**src/rtl/core/ntpcd_pkg.sv**
```systemverilog
`timescale 1ns / 1ps
`default_nettype none
// ----------------------------------------------------------------------------
// ntpcd_pkg: shared types and constants for the NTP seconds to civil date block
// Stage enables, time-of-day bundle, fixed-point reciprocals and the
// month start table used by the conversion pipeline.
// ----------------------------------------------------------------------------
package ntpcd_pkg;

	// pipeline depth: stage 1 is the offset add, the last stage is the output
	localparam int NumStages = 13;

	// one load enable per pipeline stage
	typedef logic [NumStages:1] stage_en_t;

	// hour / minute / second bundle
	typedef struct packed {
		logic [4:0] hour;
		logic [5:0] minute;
		logic [5:0] second;
	} hms_t;

	// 2^32 - 2208988800: adding this removes the 1900 to 1970 offset
	localparam logic [31:0] NtpToUnixAdd = 32'd2085978496;
	localparam logic [31:0] SecPerDay    = 32'd86400;

	// floor(2^k / d) reciprocals; each estimate is low by at most one
	localparam logic [25:0] Recip675   = 26'd50903316; // k = 35, on seconds >> 7
	localparam logic [17:0] Recip60Tod = 18'd139810;   // k = 23
	localparam logic [11:0] Recip60Min = 12'd2184;     // k = 17
	localparam logic [18:0] Recip1460  = 19'd367719;   // k = 29
	localparam logic [18:0] Recip365   = 19'd367719;   // k = 27
	localparam logic [11:0] Recip153   = 12'd3426;     // k = 19

	// day count arithmetic (March based eras)
	localparam logic [17:0] DoeBias  = 18'd135080;  // 719468 - 4 * 146097
	localparam logic [17:0] EraDays  = 18'd146097;
	localparam logic [11:0] YearEra4 = 12'd1600;
	localparam logic [11:0] YearEra5 = 12'd2000;

	// first day of year (from March 1) of each March based month
	function automatic logic [8:0] month_start(input logic [3:0] mp);
		logic [8:0] d;
		unique case (mp)
			4'd0:    d = 9'd0;
			4'd1:    d = 9'd31;
			4'd2:    d = 9'd61;
			4'd3:    d = 9'd92;
			4'd4:    d = 9'd122;
			4'd5:    d = 9'd153;
			4'd6:    d = 9'd184;
			4'd7:    d = 9'd214;
			4'd8:    d = 9'd245;
			4'd9:    d = 9'd275;
			4'd10:   d = 9'd306;
			4'd11:   d = 9'd337;
			default: d = 9'd0;
		endcase
		return d;
	endfunction

endpackage
`default_nettype wire

```
**src/rtl/core/ntpcd_hms.sv**
```systemverilog
`timescale 1ns / 1ps
`default_nettype none
// ----------------------------------------------------------------------------
// ntpcd_hms: time of day to hour, minute and second
// Stages 4 to 7: split seconds of day into minutes and seconds, then
// minutes into hours and minutes, by reciprocal multiply and one correction.
// ----------------------------------------------------------------------------
module ntpcd_hms (
	input  wire logic                clk,
	input  wire ntpcd_pkg::stage_en_t en,
	input  wire logic [16:0]         tod,
	output ntpcd_pkg::hms_t          hms
);

	logic [34:0] prod_m;
	logic [10:0] min_est_s4;
	logic [16:0] tod_s4;
	logic [16:0] rem_s;
	logic [10:0] min_s5;
	logic [5:0]  sec_s5;
	logic [22:0] prod_h;
	logic [4:0]  hour_est_s6;
	logic [10:0] min_s6;
	logic [5:0]  sec_s6;
	logic [10:0] rem_m;
	ntpcd_pkg::hms_t hms_s7;

	// stage 4: minute estimate
	assign prod_m = 35'(tod) * 35'(ntpcd_pkg::Recip60Tod);

	always_ff @(posedge clk) begin
		if (en[4]) begin
			min_est_s4 <= prod_m[33:23];
			tod_s4     <= tod;
		end
	end

	// stage 5: correct minute, take seconds
	assign rem_s = tod_s4 - 17'(min_est_s4) * 17'd60;

	always_ff @(posedge clk) begin
		if (en[5]) begin
			if (rem_s >= 17'd60) begin
				min_s5 <= min_est_s4 + 11'd1;
				sec_s5 <= 6'(rem_s - 17'd60);
			end else begin
				min_s5 <= min_est_s4;
				sec_s5 <= 6'(rem_s);
			end
		end
	end

	// stage 6: hour estimate
	assign prod_h = 23'(min_s5) * 23'(ntpcd_pkg::Recip60Min);

	always_ff @(posedge clk) begin
		if (en[6]) begin
			hour_est_s6 <= prod_h[21:17];
			min_s6      <= min_s5;
			sec_s6      <= sec_s5;
		end
	end

	// stage 7: correct hour, take minutes
	assign rem_m = min_s6 - 11'(hour_est_s6) * 11'd60;

	always_ff @(posedge clk) begin
		if (en[7]) begin
			if (rem_m >= 11'd60) begin
				hms_s7.hour   <= hour_est_s6 + 5'd1;
				hms_s7.minute <= 6'(rem_m - 11'd60);
			end else begin
				hms_s7.hour   <= hour_est_s6;
				hms_s7.minute <= 6'(rem_m);
			end
			hms_s7.second <= sec_s6;
		end
	end

	assign hms = hms_s7;

endmodule
`default_nettype wire

```
**src/rtl/core/ntpcd_civil.sv**
```systemverilog
`timescale 1ns / 1ps
`default_nettype none
// ----------------------------------------------------------------------------
// ntpcd_civil: day count since 1970 to Gregorian year, month and day
// Stages 4 to 13: era and day of era, year of era, day of year, March based
// month, then the final calendar fields.
// ----------------------------------------------------------------------------
module ntpcd_civil (
	input  wire logic                clk,
	input  wire ntpcd_pkg::stage_en_t en,
	input  wire logic [15:0]         days,
	output logic [11:0]              year,
	output logic [3:0]               month,
	output logic [4:0]               day_of_month
);

	logic [17:0] z;
	logic        era5_s4, era5_s5, era5_s6, era5_s7, era5_s8, era5_s9;
	logic [17:0] doe_s4, doe_s5, doe_s6, doe_s7, doe_s8, doe_s9;
	logic [36:0] prod_a;
	logic [6:0]  a_est_s5;
	logic [2:0]  c36_s5, c36_s6;
	logic        c146_s5, c146_s6;
	logic [17:0] rem_a;
	logic [6:0]  a_s6;
	logic [17:0] n_s7, n_s8;
	logic [36:0] prod_y;
	logic [8:0]  y_est_s8;
	logic [17:0] rem_y;
	logic [8:0]  yoe_s9;
	logic [1:0]  c100;
	logic [17:0] doy_base;
	logic [8:0]  doy_s10, doy_s11, doy_s12;
	logic [11:0] year_s10, year_s11, year_s12;
	logic [10:0] x_mp;
	logic [22:0] prod_mp;
	logic [10:0] x_s11;
	logic [3:0]  mp_est_s11;
	logic [10:0] rem_mp;
	logic [3:0]  mp_s12;
	logic [3:0]  mo;
	logic [11:0] year_s13;
	logic [3:0]  month_s13;
	logic [4:0]  day_s13;

	// stage 4: era (4 or 5 for this range) and day of era
	assign z = 18'(days) + ntpcd_pkg::DoeBias;

	always_ff @(posedge clk) begin
		if (en[4]) begin
			era5_s4 <= (z >= ntpcd_pkg::EraDays);
			doe_s4  <= (z >= ntpcd_pkg::EraDays) ? z - ntpcd_pkg::EraDays : z;
		end
	end

	// stage 5: doe / 1460 estimate, doe / 36524 and doe / 146096 by compare
	assign prod_a = 37'(doe_s4) * 37'(ntpcd_pkg::Recip1460);

	always_ff @(posedge clk) begin
		if (en[5]) begin
			a_est_s5 <= prod_a[35:29];
			c36_s5   <= 3'(doe_s4 >= 18'd36524) + 3'(doe_s4 >= 18'd73048)
				+ 3'(doe_s4 >= 18'd109572) + 3'(doe_s4 >= 18'd146096);
			c146_s5  <= (doe_s4 == 18'd146096);
			doe_s5   <= doe_s4;
			era5_s5  <= era5_s4;
		end
	end

	// stage 6: correct doe / 1460
	assign rem_a = doe_s5 - 18'(a_est_s5) * 18'd1460;

	always_ff @(posedge clk) begin
		if (en[6]) begin
			a_s6    <= a_est_s5 + 7'(rem_a >= 18'd1460);
			c36_s6  <= c36_s5;
			c146_s6 <= c146_s5;
			doe_s6  <= doe_s5;
			era5_s6 <= era5_s5;
		end
	end

	// stage 7: leap day adjusted day count
	always_ff @(posedge clk) begin
		if (en[7]) begin
			n_s7    <= doe_s6 - 18'(a_s6) + 18'(c36_s6) - 18'(c146_s6);
			doe_s7  <= doe_s6;
			era5_s7 <= era5_s6;
		end
	end

	// stage 8: year of era estimate
	assign prod_y = 37'(n_s7) * 37'(ntpcd_pkg::Recip365);

	always_ff @(posedge clk) begin
		if (en[8]) begin
			y_est_s8 <= prod_y[35:27];
			n_s8     <= n_s7;
			doe_s8   <= doe_s7;
			era5_s8  <= era5_s7;
		end
	end

	// stage 9: correct year of era
	assign rem_y = n_s8 - 18'(y_est_s8) * 18'd365;

	always_ff @(posedge clk) begin
		if (en[9]) begin
			yoe_s9  <= y_est_s8 + 9'(rem_y >= 18'd365);
			doe_s9  <= doe_s8;
			era5_s9 <= era5_s8;
		end
	end

	// stage 10: day of year (from March 1) and March based year
	assign c100 = 2'(yoe_s9 >= 9'd100) + 2'(yoe_s9 >= 9'd200) + 2'(yoe_s9 >= 9'd300);
	assign doy_base = 18'(yoe_s9) * 18'd365 + 18'(yoe_s9[8:2]) - 18'(c100);

	always_ff @(posedge clk) begin
		if (en[10]) begin
			doy_s10  <= 9'(doe_s9 - doy_base);
			year_s10 <= 12'(yoe_s9) + (era5_s9 ? ntpcd_pkg::YearEra5 : ntpcd_pkg::YearEra4);
		end
	end

	// stage 11: month estimate, (5 * doy + 2) / 153
	assign x_mp    = 11'(doy_s10) * 11'd5 + 11'd2;
	assign prod_mp = 23'(x_mp) * 23'(ntpcd_pkg::Recip153);

	always_ff @(posedge clk) begin
		if (en[11]) begin
			mp_est_s11 <= prod_mp[22:19];
			x_s11      <= x_mp;
			doy_s11    <= doy_s10;
			year_s11   <= year_s10;
		end
	end

	// stage 12: correct month
	assign rem_mp = x_s11 - 11'(mp_est_s11) * 11'd153;

	always_ff @(posedge clk) begin
		if (en[12]) begin
			mp_s12   <= mp_est_s11 + 4'(rem_mp >= 11'd153);
			doy_s12  <= doy_s11;
			year_s12 <= year_s11;
		end
	end

	// stage 13: calendar month, day, and January / February year bump
	assign mo = (mp_s12 < 4'd10) ? mp_s12 + 4'd3 : mp_s12 - 4'd9;

	always_ff @(posedge clk) begin
		if (en[13]) begin
			month_s13 <= mo;
			day_s13   <= 5'(doy_s12 - ntpcd_pkg::month_start(mp_s12) + 9'd1);
			year_s13  <= year_s12 + 12'(mo <= 4'd2);
		end
	end

	assign year         = year_s13;
	assign month        = month_s13;
	assign day_of_month = day_s13;

endmodule
`default_nettype wire

```
**src/rtl/core/ntp_seconds_to_civil_date.sv**
```systemverilog
`timescale 1ns / 1ps
`default_nettype none
// ----------------------------------------------------------------------------
// ntp_seconds_to_civil_date: NTP seconds to Unix seconds and UTC date/time
// Removes the 1900 epoch, adds a signed minute offset, and splits the result
// into civil date and time of day; flags an unsynchronized server.
//
//   channel   direction  handshake             payload
//   in        input      in_valid / in_ready   ntp_seconds, leap_indicator
//   out       output     out_valid / out_ready unix_seconds, year, month,
//                                              day_of_month, hour, minute,
//                                              second, unsynchronized
//   cfg       input      cfg_wr_en             cfg_wr_data (offset_minutes)
//
// 13 register stages, stage 1 to stage 13; out_valid is the valid bit of stage 13,
// and the pipeline takes one item per cycle while out_ready is high.
// The depth is set by the chain of constant divisions on the day count.
// Reset clears stage valid bits and the offset register (to 0).
// A stall on out_ready holds each full stage that has no empty stage after it; an empty
// stage still loads, so bubbles close up and in_ready stays high while any room is left.
// ----------------------------------------------------------------------------
module ntp_seconds_to_civil_date (
	input  wire logic        clk,
	input  wire logic        arst_n,
	// configuration
	input  wire logic        cfg_wr_en,
	input  wire logic [11:0] cfg_wr_data,
	// input items
	input  wire logic        in_valid,
	output logic             in_ready,
	input  wire logic [31:0] ntp_seconds,
	input  wire logic [1:0]  leap_indicator,
	// result items
	output logic             out_valid,
	input  wire logic        out_ready,
	output logic [31:0]      unix_seconds,
	output logic [11:0]      year,
	output logic [3:0]       month,
	output logic [4:0]       day_of_month,
	output logic [4:0]       hour,
	output logic [5:0]       minute,
	output logic [5:0]       second,
	output logic             unsynchronized
);

	localparam int N = ntpcd_pkg::NumStages;

	typedef struct packed {
		logic [31:0] unix;
		logic        unsync;
	} side_t;

	logic [11:0]          offset_q;
	logic [N:1]           stage_vld_q;
	ntpcd_pkg::stage_en_t en;

	logic [31:0] shift;
	logic [31:0] unix_s1, unix_s2, unix_s3;
	logic        unsync_s1, unsync_s2, unsync_s3;
	logic [50:0] prod_d;
	logic [15:0] day_est_s2;
	logic [31:0] rem_d;
	logic [15:0] days_s3;
	logic [16:0] tod_s3;
	side_t           side_s [4:N];
	ntpcd_pkg::hms_t hms_s7;
	ntpcd_pkg::hms_t hms_s [8:N];

	// offset register
	always_ff @(posedge clk or negedge arst_n) begin
		if (!arst_n) begin
			offset_q <= '0;
		end else if (cfg_wr_en) begin
			offset_q <= cfg_wr_data;
		end
	end

	// stage load enables: a stage loads when empty or when the next one moves
	always_comb begin
		en[N] = !stage_vld_q[N] || out_ready;
		for (int i = N - 1; i >= 1; i--) begin
			en[i] = !stage_vld_q[i] || en[i + 1];
		end
	end

	assign in_ready = en[1];

	// valid bits travel with the items
	always_ff @(posedge clk or negedge arst_n) begin
		if (!arst_n) begin
			stage_vld_q <= '0;
		end else begin
			if (en[1]) begin
				stage_vld_q[1] <= in_valid;
			end
			for (int i = 2; i <= N; i++) begin
				if (en[i]) begin
					stage_vld_q[i] <= stage_vld_q[i - 1];
				end
			end
		end
	end

	// stage 1: epoch removal and offset, modulo 2^32
	assign shift = {{20{offset_q[11]}}, offset_q} * 32'd60;

	always_ff @(posedge clk) begin
		if (en[1]) begin
			unix_s1   <= ntp_seconds + ntpcd_pkg::NtpToUnixAdd + shift;
			unsync_s1 <= (leap_indicator == 2'b11);
		end
	end

	// stage 2: day estimate, (seconds >> 7) / 675
	assign prod_d = 51'(unix_s1[31:7]) * 51'(ntpcd_pkg::Recip675);

	always_ff @(posedge clk) begin
		if (en[2]) begin
			day_est_s2 <= prod_d[50:35];
			unix_s2    <= unix_s1;
			unsync_s2  <= unsync_s1;
		end
	end

	// stage 3: correct day count, seconds of day
	assign rem_d = unix_s2 - 32'(day_est_s2) * ntpcd_pkg::SecPerDay;

	always_ff @(posedge clk) begin
		if (en[3]) begin
			if (rem_d >= ntpcd_pkg::SecPerDay) begin
				days_s3 <= day_est_s2 + 16'd1;
				tod_s3  <= 17'(rem_d - ntpcd_pkg::SecPerDay);
			end else begin
				days_s3 <= day_est_s2;
				tod_s3  <= 17'(rem_d);
			end
			unix_s3   <= unix_s2;
			unsync_s3 <= unsync_s2;
		end
	end

	// stages 4 to 7: hour, minute, second
	ntpcd_hms u_hms (
		.clk (clk),
		.en  (en),
		.tod (tod_s3),
		.hms (hms_s7)
	);

	// stages 4 to 13: year, month, day
	ntpcd_civil u_civil (
		.clk          (clk),
		.en           (en),
		.days         (days_s3),
		.year         (year),
		.month        (month),
		.day_of_month (day_of_month)
	);

	// side fields ride along to the output stage
	always_ff @(posedge clk) begin
		if (en[4]) begin
			side_s[4] <= '{unix: unix_s3, unsync: unsync_s3};
		end
	end

	for (genvar g = 5; g <= N; g++) begin : g_side
		always_ff @(posedge clk) begin
			if (en[g]) begin
				side_s[g] <= side_s[g - 1];
			end
		end
	end

	always_ff @(posedge clk) begin
		if (en[8]) begin
			hms_s[8] <= hms_s7;
		end
	end

	for (genvar g = 9; g <= N; g++) begin : g_hms
		always_ff @(posedge clk) begin
			if (en[g]) begin
				hms_s[g] <= hms_s[g - 1];
			end
		end
	end

	// outputs
	assign out_valid      = stage_vld_q[N];
	assign unix_seconds   = side_s[N].unix;
	assign unsynchronized = side_s[N].unsync;
	assign hour           = hms_s[N].hour;
	assign minute         = hms_s[N].minute;
	assign second         = hms_s[N].second;

endmodule
`default_nettype wire
```
**config.mk**
```make
export PLATFORM = sky130hd
export DESIGN_NAME = ntp_seconds_to_civil_date
export DESIGN_NICKNAME = d
export VERILOG_FILES = /design/src/rtl/core/ntpcd_pkg.sv /design/src/rtl/core/ntpcd_hms.sv /design/src/rtl/core/ntpcd_civil.sv /design/src/rtl/core/ntp_seconds_to_civil_date.sv
export SDC_FILE = /design/constraint.sdc
export NUM_CORES = 2
export LEC_CHECK = 0
export BUFFER_PORTS_ARGS = -buffer_cell sky130_fd_sc_hd__buf_2
export CORE_MARGIN = 1
export CORE_UTILIZATION = 65
export DETAILED_ROUTE_END_ITERATION = 8
export PLACE_DENSITY = 0.82
export RECOVER_POWER = 50
export SYNTH_ARGS = -nofsm -noshare
export SYNTH_HDL_FRONTEND = slang
export SYNTH_SLANG_ARGS = --single-unit
```
**constraint.sdc**
```tcl
create_clock -name clk -period 21 [get_ports clk]
set_clock_uncertainty 0.2 [all_clocks]
set_input_delay 4.2 -clock clk [delete_from_list [all_inputs] [get_ports clk]]
set_output_delay 4.2 -clock clk [all_outputs]
set_load 0.05 [all_outputs]
```
Word-level counts from Yosys, hierarchy flattened
Memory sizes are Yosys's and may differ from the RTL's. A register that Yosys moved wholly into a read port is not among the register bits.
Cells that the tools add are included.
Cells by class
  add/sub/neg operators: 37
  $mul: 15
  $lt $le $gt $ge: 16
  equal/unequal tests: 2
  muxes and demuxes: 30
  reductions and logical operators: 26
Operators by type and width (count)
  multiplier 18 x 19 -> 36 bit (second input constant): 2
  multiplier 25 x 24 -> 49 bit (second input constant): 1
  >= comparator 18 x 17 -> 1 bit (second input constant): 2
  >= comparator 18 bit (second input constant): 2
  subtractor 18 bit: 2
  multiplier 17 x 17 -> 33 bit (second input constant): 1
  adder 32 x 31 -> 32 bit (second input constant): 1
  adder 32 bit: 1
  >= comparator 32 x 17 -> 1 bit (second input constant): 1
  multiplier 32 x 4 -> 30 bit (second input constant): 1
  subtractor 32 bit: 1
  multiplier 16 x 10 -> 25 bit (second input constant): 1
  multiplier 11 x 11 -> 22 bit (second input constant): 1
  2-to-1 mux 11 bit: 2
  subtractor 11 bit: 2
  2-to-1 mux 1 bit: 20
  multiplier 11 x 9 -> 19 bit (second input constant): 1
  adder 16 x 18 -> 18 bit (second input constant): 1
  adder 18 x 3 -> 18 bit: 1
  == test 18 bit (second input constant): 1
  >= comparator 18 x 11 -> 1 bit (second input constant): 1
  >= comparator 18 x 16 -> 1 bit (second input constant): 1
  >= comparator 18 x 9 -> 1 bit (second input constant): 1
  multiplier 9 x 9 -> 18 bit (second input constant): 1
  other kinds (48): 77
Word-level totals
  register bits: 515
  memory bits (writable): 432
  memory bits (read-only): 144
  bits of input ports: 51
  memories kept: 3
Memories
  side_s: depth 10, bits a word 33, rd ports 10, clocked after Yosys merged registers in 0, wr ports 10, line ntp_seconds_to_civil_date.sv:65  | side_t side_s [4:N];
  (name not given): depth 16, bits a word 9, rd ports 1, clocked after Yosys merged registers in 1, wr ports 0, line ntpcd_pkg.sv:44  | unique case (mp)
  hms_s: depth 6, bits a word 17, rd ports 6, clocked after Yosys merged registers in 0, wr ports 6, line ntp_seconds_to_civil_date.sv:67  | ntpcd_pkg::hms_t hms_s [8:N];

Logic depth before layout (Yosys ltp)
  depth after elaboration: 14
  depth in mapped cells: 30
  gate-level depth less buffers: 29

Modules after synthesis
Synthesis repeated with hierarchy kept, for this count alone.
Second synthesis, totals
  cell total of the unflattened synthesis: 5872
  area total of the unflattened synthesis: 72777.3 µm²
Modules (own cells, without submodules)
  ntp_seconds_to_civil_date: instances 1, cells each 2441, area an instance 34488.1 µm², seq. area each 17832.1 µm²
  ntpcd_civil: instances 1, cells each 2628, area an instance 29703.5 µm², seq. area each 7847.5 µm²
  ntpcd_hms: instances 1, cells each 803, area an instance 8585.7 µm², seq. area each 2522.4 µm²

Worst setup path before layout
No wires, ideal clock.
  kind: in2out
  start point: input port out_ready
  end point: output port in_ready
  data arrival time: 14.632 ns
  slack: 1.968 ns
  cell stages on the path: 9
  cells stage by stage: nand2b_1 -> nor2_1 -> clkinv_1 -> nor2_1 -> nand3_1 -> nor2_1 -> nand3_1 -> nor2_1 -> nand3_1
On the way
  longest elaborated chain between the ends: 13
Ends and longest elaborated chain
  start: declaration: line ntp_seconds_to_civil_date.sv:35  | input wire logic out_ready,
  logical OR 1 bit: line ntp_seconds_to_civil_date.sv:80  | en[N] = !stage_vld_q[N] || out_ready;
  logical OR 1 bit (6 in a row): line ntp_seconds_to_civil_date.sv:82  | en[i] = !stage_vld_q[i] || en[i + 1];
  via en[6]: line ntp_seconds_to_civil_date.sv:55  | ntpcd_pkg::stage_en_t en;
  logical OR 1 bit (3 in a row): line ntp_seconds_to_civil_date.sv:82
  via en[3]: line ntp_seconds_to_civil_date.sv:55
  logical OR 1 bit (3 in a row): line ntp_seconds_to_civil_date.sv:82
  end: declaration: line ntp_seconds_to_civil_date.sv:30  | output logic in_ready,
The timed path passes the listed nets, and every way through them passes these cells.

Worst setup path in the final report
  start point: input port out_ready
  end point: output port in_ready
On the way
  longest elaborated chain between the ends: 13
Ends and longest elaborated chain (line)
  logical OR 1 bit: ntp_seconds_to_civil_date.sv:80
  via en[12]: ntp_seconds_to_civil_date.sv:55
  logical OR 1 bit (6 in a row): ntp_seconds_to_civil_date.sv:82
  via en[6]: ntp_seconds_to_civil_date.sv:55
  logical OR 1 bit (3 in a row): ntp_seconds_to_civil_date.sv:82
  via en[3]: ntp_seconds_to_civil_date.sv:55
  logical OR 1 bit (3 in a row): ntp_seconds_to_civil_date.sv:82
The timed path passes the listed nets, and every way through them passes these cells.

==> run metrics <==
DRC Markers 0; Slew headroom -142%; gp weighted congestion 0.909; share of the synthesized area in the top cell type 37.0%; fin area 77400 µm²; CTS tree yes; post-synth cell types 87; Final ANT Viol Nets 0; Core Rows 121; Layout area overhead 7.21%; gr ovfl total 0; Inserted Clock Buffers 92; Worst-path clk slew 0.06 ns; violated checks capacitance limit, slew limit; CP endpoint kind output pin; Worst Setup Path Type input pin to output pin; initial core utilization 66.0%; worst path arrival time 9.51 ns; Synth Warn # 0; final worst path period share 66.2%; first-pass GRT wire length 233 mm; Post-DP Area 74400 µm²; top post-synthesis cells by area edfxtp_1, ha_1, fa_1, inv_1, xnor2_1; Hold/Removal Path Class register to register; min cycle time layout 13.91 ns; worst-skew pair later-pin latency 0.70 ns; Post-CTS Setup Inserts 0; status complete, but fails checks; Peak Freq 71.9 MHz; cell count after synthesis 5893; sequential area share after synthesis 38.0%; clk root buf clkbuf_16; clk sinks 920; setup slack after layout 7.09 ns; drt pass-1 iters 5; Die W 335 µm; Hold Slack 0.190 ns; WL per Instance 18.9 µm; drt via density 5.72; Data required, critical path 16.60 ns; CTS Hold Buffers Added 0; Resize count post-CTS 0; I/O pin cnt 124; number of flops mapped to enable cells by yosys 890; DP HPWL 113 mm; max-slew violations 175; Synth Register Bits 920; critical path startpoint category input pin; syn_nets 7836; core area 109000 µm²; Post-synth top cells ha_1, inv_1, edfxtp_1; initial antenna violation count 2; Die Y 335 µm; Yosys top cell by area edfxtp_1; Mapped Area 72200 µm²; n_diodes 0; vias in the first global route 45400; initial drt markers 2598; post-route setup TNS 0 ns; worst-path fanout max 39; die area 112000 µm²; Final Setup Violations 0; Clock Tree Buf Depth 3; Fin. Hold Viols 0; fraction of layout cells with a size suffix above 1 4.60%; unrepaired setup endpoints after global routing false; CTS HTree Levels 3; routed wire length 144 mm; Buffers on Ports 123; largest net degree at the start of global routing 87; r2r setup slk 12.11 ns; most frequently used cell type in the post-synthesis netlist ha_1; Worst Max-Slew Pin Slew 3.63 ns; synthesized area per cell 12.3 µm²; ys flop type edfxtp_1; gr usage total 26.4%; Post-Place Setup Slack 8.04 ns; final-stage net count 7999; max-capacitance violation count 4; via count 43500; FFs w/ async S/R, synth 2.72%
[path summary, 6_finish.rpt]
path / from / endpoint / cells after the start
max in group asynchronous: arst_n / stage_vld_q[5]$_DFFE_PN0P_ / 1
worst min register to register: u_civil.doe_s7[1]$_DFFE_PP_ / u_civil.doe_s8[1]$_DFFE_PP_ / 0
worst max register to register: day_est_s2[1]$_DFFE_PP_ / tod_s3[8]$_DFFE_PP_ / 28
worst min-delay path: u_civil.doe_s7[1]$_DFFE_PP_ / u_civil.doe_s8[1]$_DFFE_PP_ / 0
worst max-delay path: out_ready / in_ready / 12
min in group asynchronous: arst_n / stage_vld_q[8]$_DFFE_PN0P_ / 1
[through the flow]
step | util (%) | std cells
final | 70.8 | 7610
after global routing | 70.8 | 7610
after CTS | 70.9 | 7610
after detailed placement | 68.0 | 7438
after global placement | 68.0 | 7438
after floorplan | - | 5893
[cell usage in the layout, fill, tap and decap left out, drive strengths merged, types with 17 or more instances in the layout]
| cell | Yosys | routed |
|---|---|---|
| xnor2 | 218 | 218 |
| a21o | 85 | 85 |
| or3 | 21 | 21 |
| edfxtp | 890 | 890 |
| and3 | 32 | 32 |
| o21a | 51 | 51 |
| and2 | 17 | 17 |
| or2 | 25 | 25 |
| o211ai | 19 | 19 |
| ha | 1311 | 1311 |
| a211oi | 42 | 42 |
| a21oi | 197 | 197 |
| o21bai | 27 | 27 |
| nor3 | 75 | 75 |
| o21ai | 163 | 163 |
| buf | 56 | 59 |
| nand2 | 158 | 158 |
| clkinv | 2 | 43 |
| nand4 | 37 | 37 |
| dfrtp | 25 | 25 |
| xor2 | 114 | 114 |
| fa | 581 | 581 |
| nand3 | 75 | 75 |
| clkbuf | 14 | 188 |
| a31oi | 39 | 39 |
| mux2 | 19 | 19 |
| nor2b | 49 | 49 |
| inv | 1114 | 1125 |
| nand2b | 39 | 39 |
| nor2 | 188 | 188 |
[critical path: stages]
cell and delay [ns]:
clkbuf_1 0.09, nand2b_1 0.90, nor2_1 0.84, clkinv_1 0.19
nor2_1 0.52, nand3_4 0.55, nor2_1 0.66, nand3_4 0.40
nor2_1 0.41, nand3_2 0.11, buf_4 0.28, buf_2 0.28
[cell type report]
cell class | count | area, µm²
flip-flops and latches | 920 | 27500
fillers | 7275 | 32000
clock inverters | 64 | 727
well taps | 1476 | 1850
repair buffers | 139 | 623
multi-input cells | 3787 | 40200
clock buffers | 108 | 2400
inverters | 1116 | 4190
[routing by layer]
metal / track usage [%] / part of all wire [%] / wire [µm] / up-vias
met5: 0 / 0.017 / 24 / -
met4: 10.4 / 3.9 / 5590 / 4
met3: 3.61 / 5.2 / 7450 / 304
met2: 46.0 / 50 / 72000 / 1224
met1: 33.3 / 41 / 58700 / 21400
li1: - / - / - / 20600
[state kept, by name (all words and copies together) (netlist names), 17 cells and up, named ones only]
signal and cells:
side_s 305, hms_s 102, unix_s1 32, unix_s2 32, unix_s3 32, u_civil.doe_s4 18, u_civil.doe_s5 18, u_civil.doe_s6 18
u_civil.n_s7 18, u_civil.n_s8 18, u_hms.hms 17, u_hms.tod_s4 17
[logic make-up after synthesis]
kind of cell	share of synthesized area, %
flip-flops	38.0
adder cells (fa/ha/maj)	38.8
multiplexers	0.459
AND/OR/NAND/NOR	5.33
AO/OA/AOI/OAI	6.93
XOR/XNOR	4.03
buffers and inverters	6.44
Power is left out: the tool's default activity adds up to more than one toggle a clock period on the data nets, which glitch-free logic cannot reach.
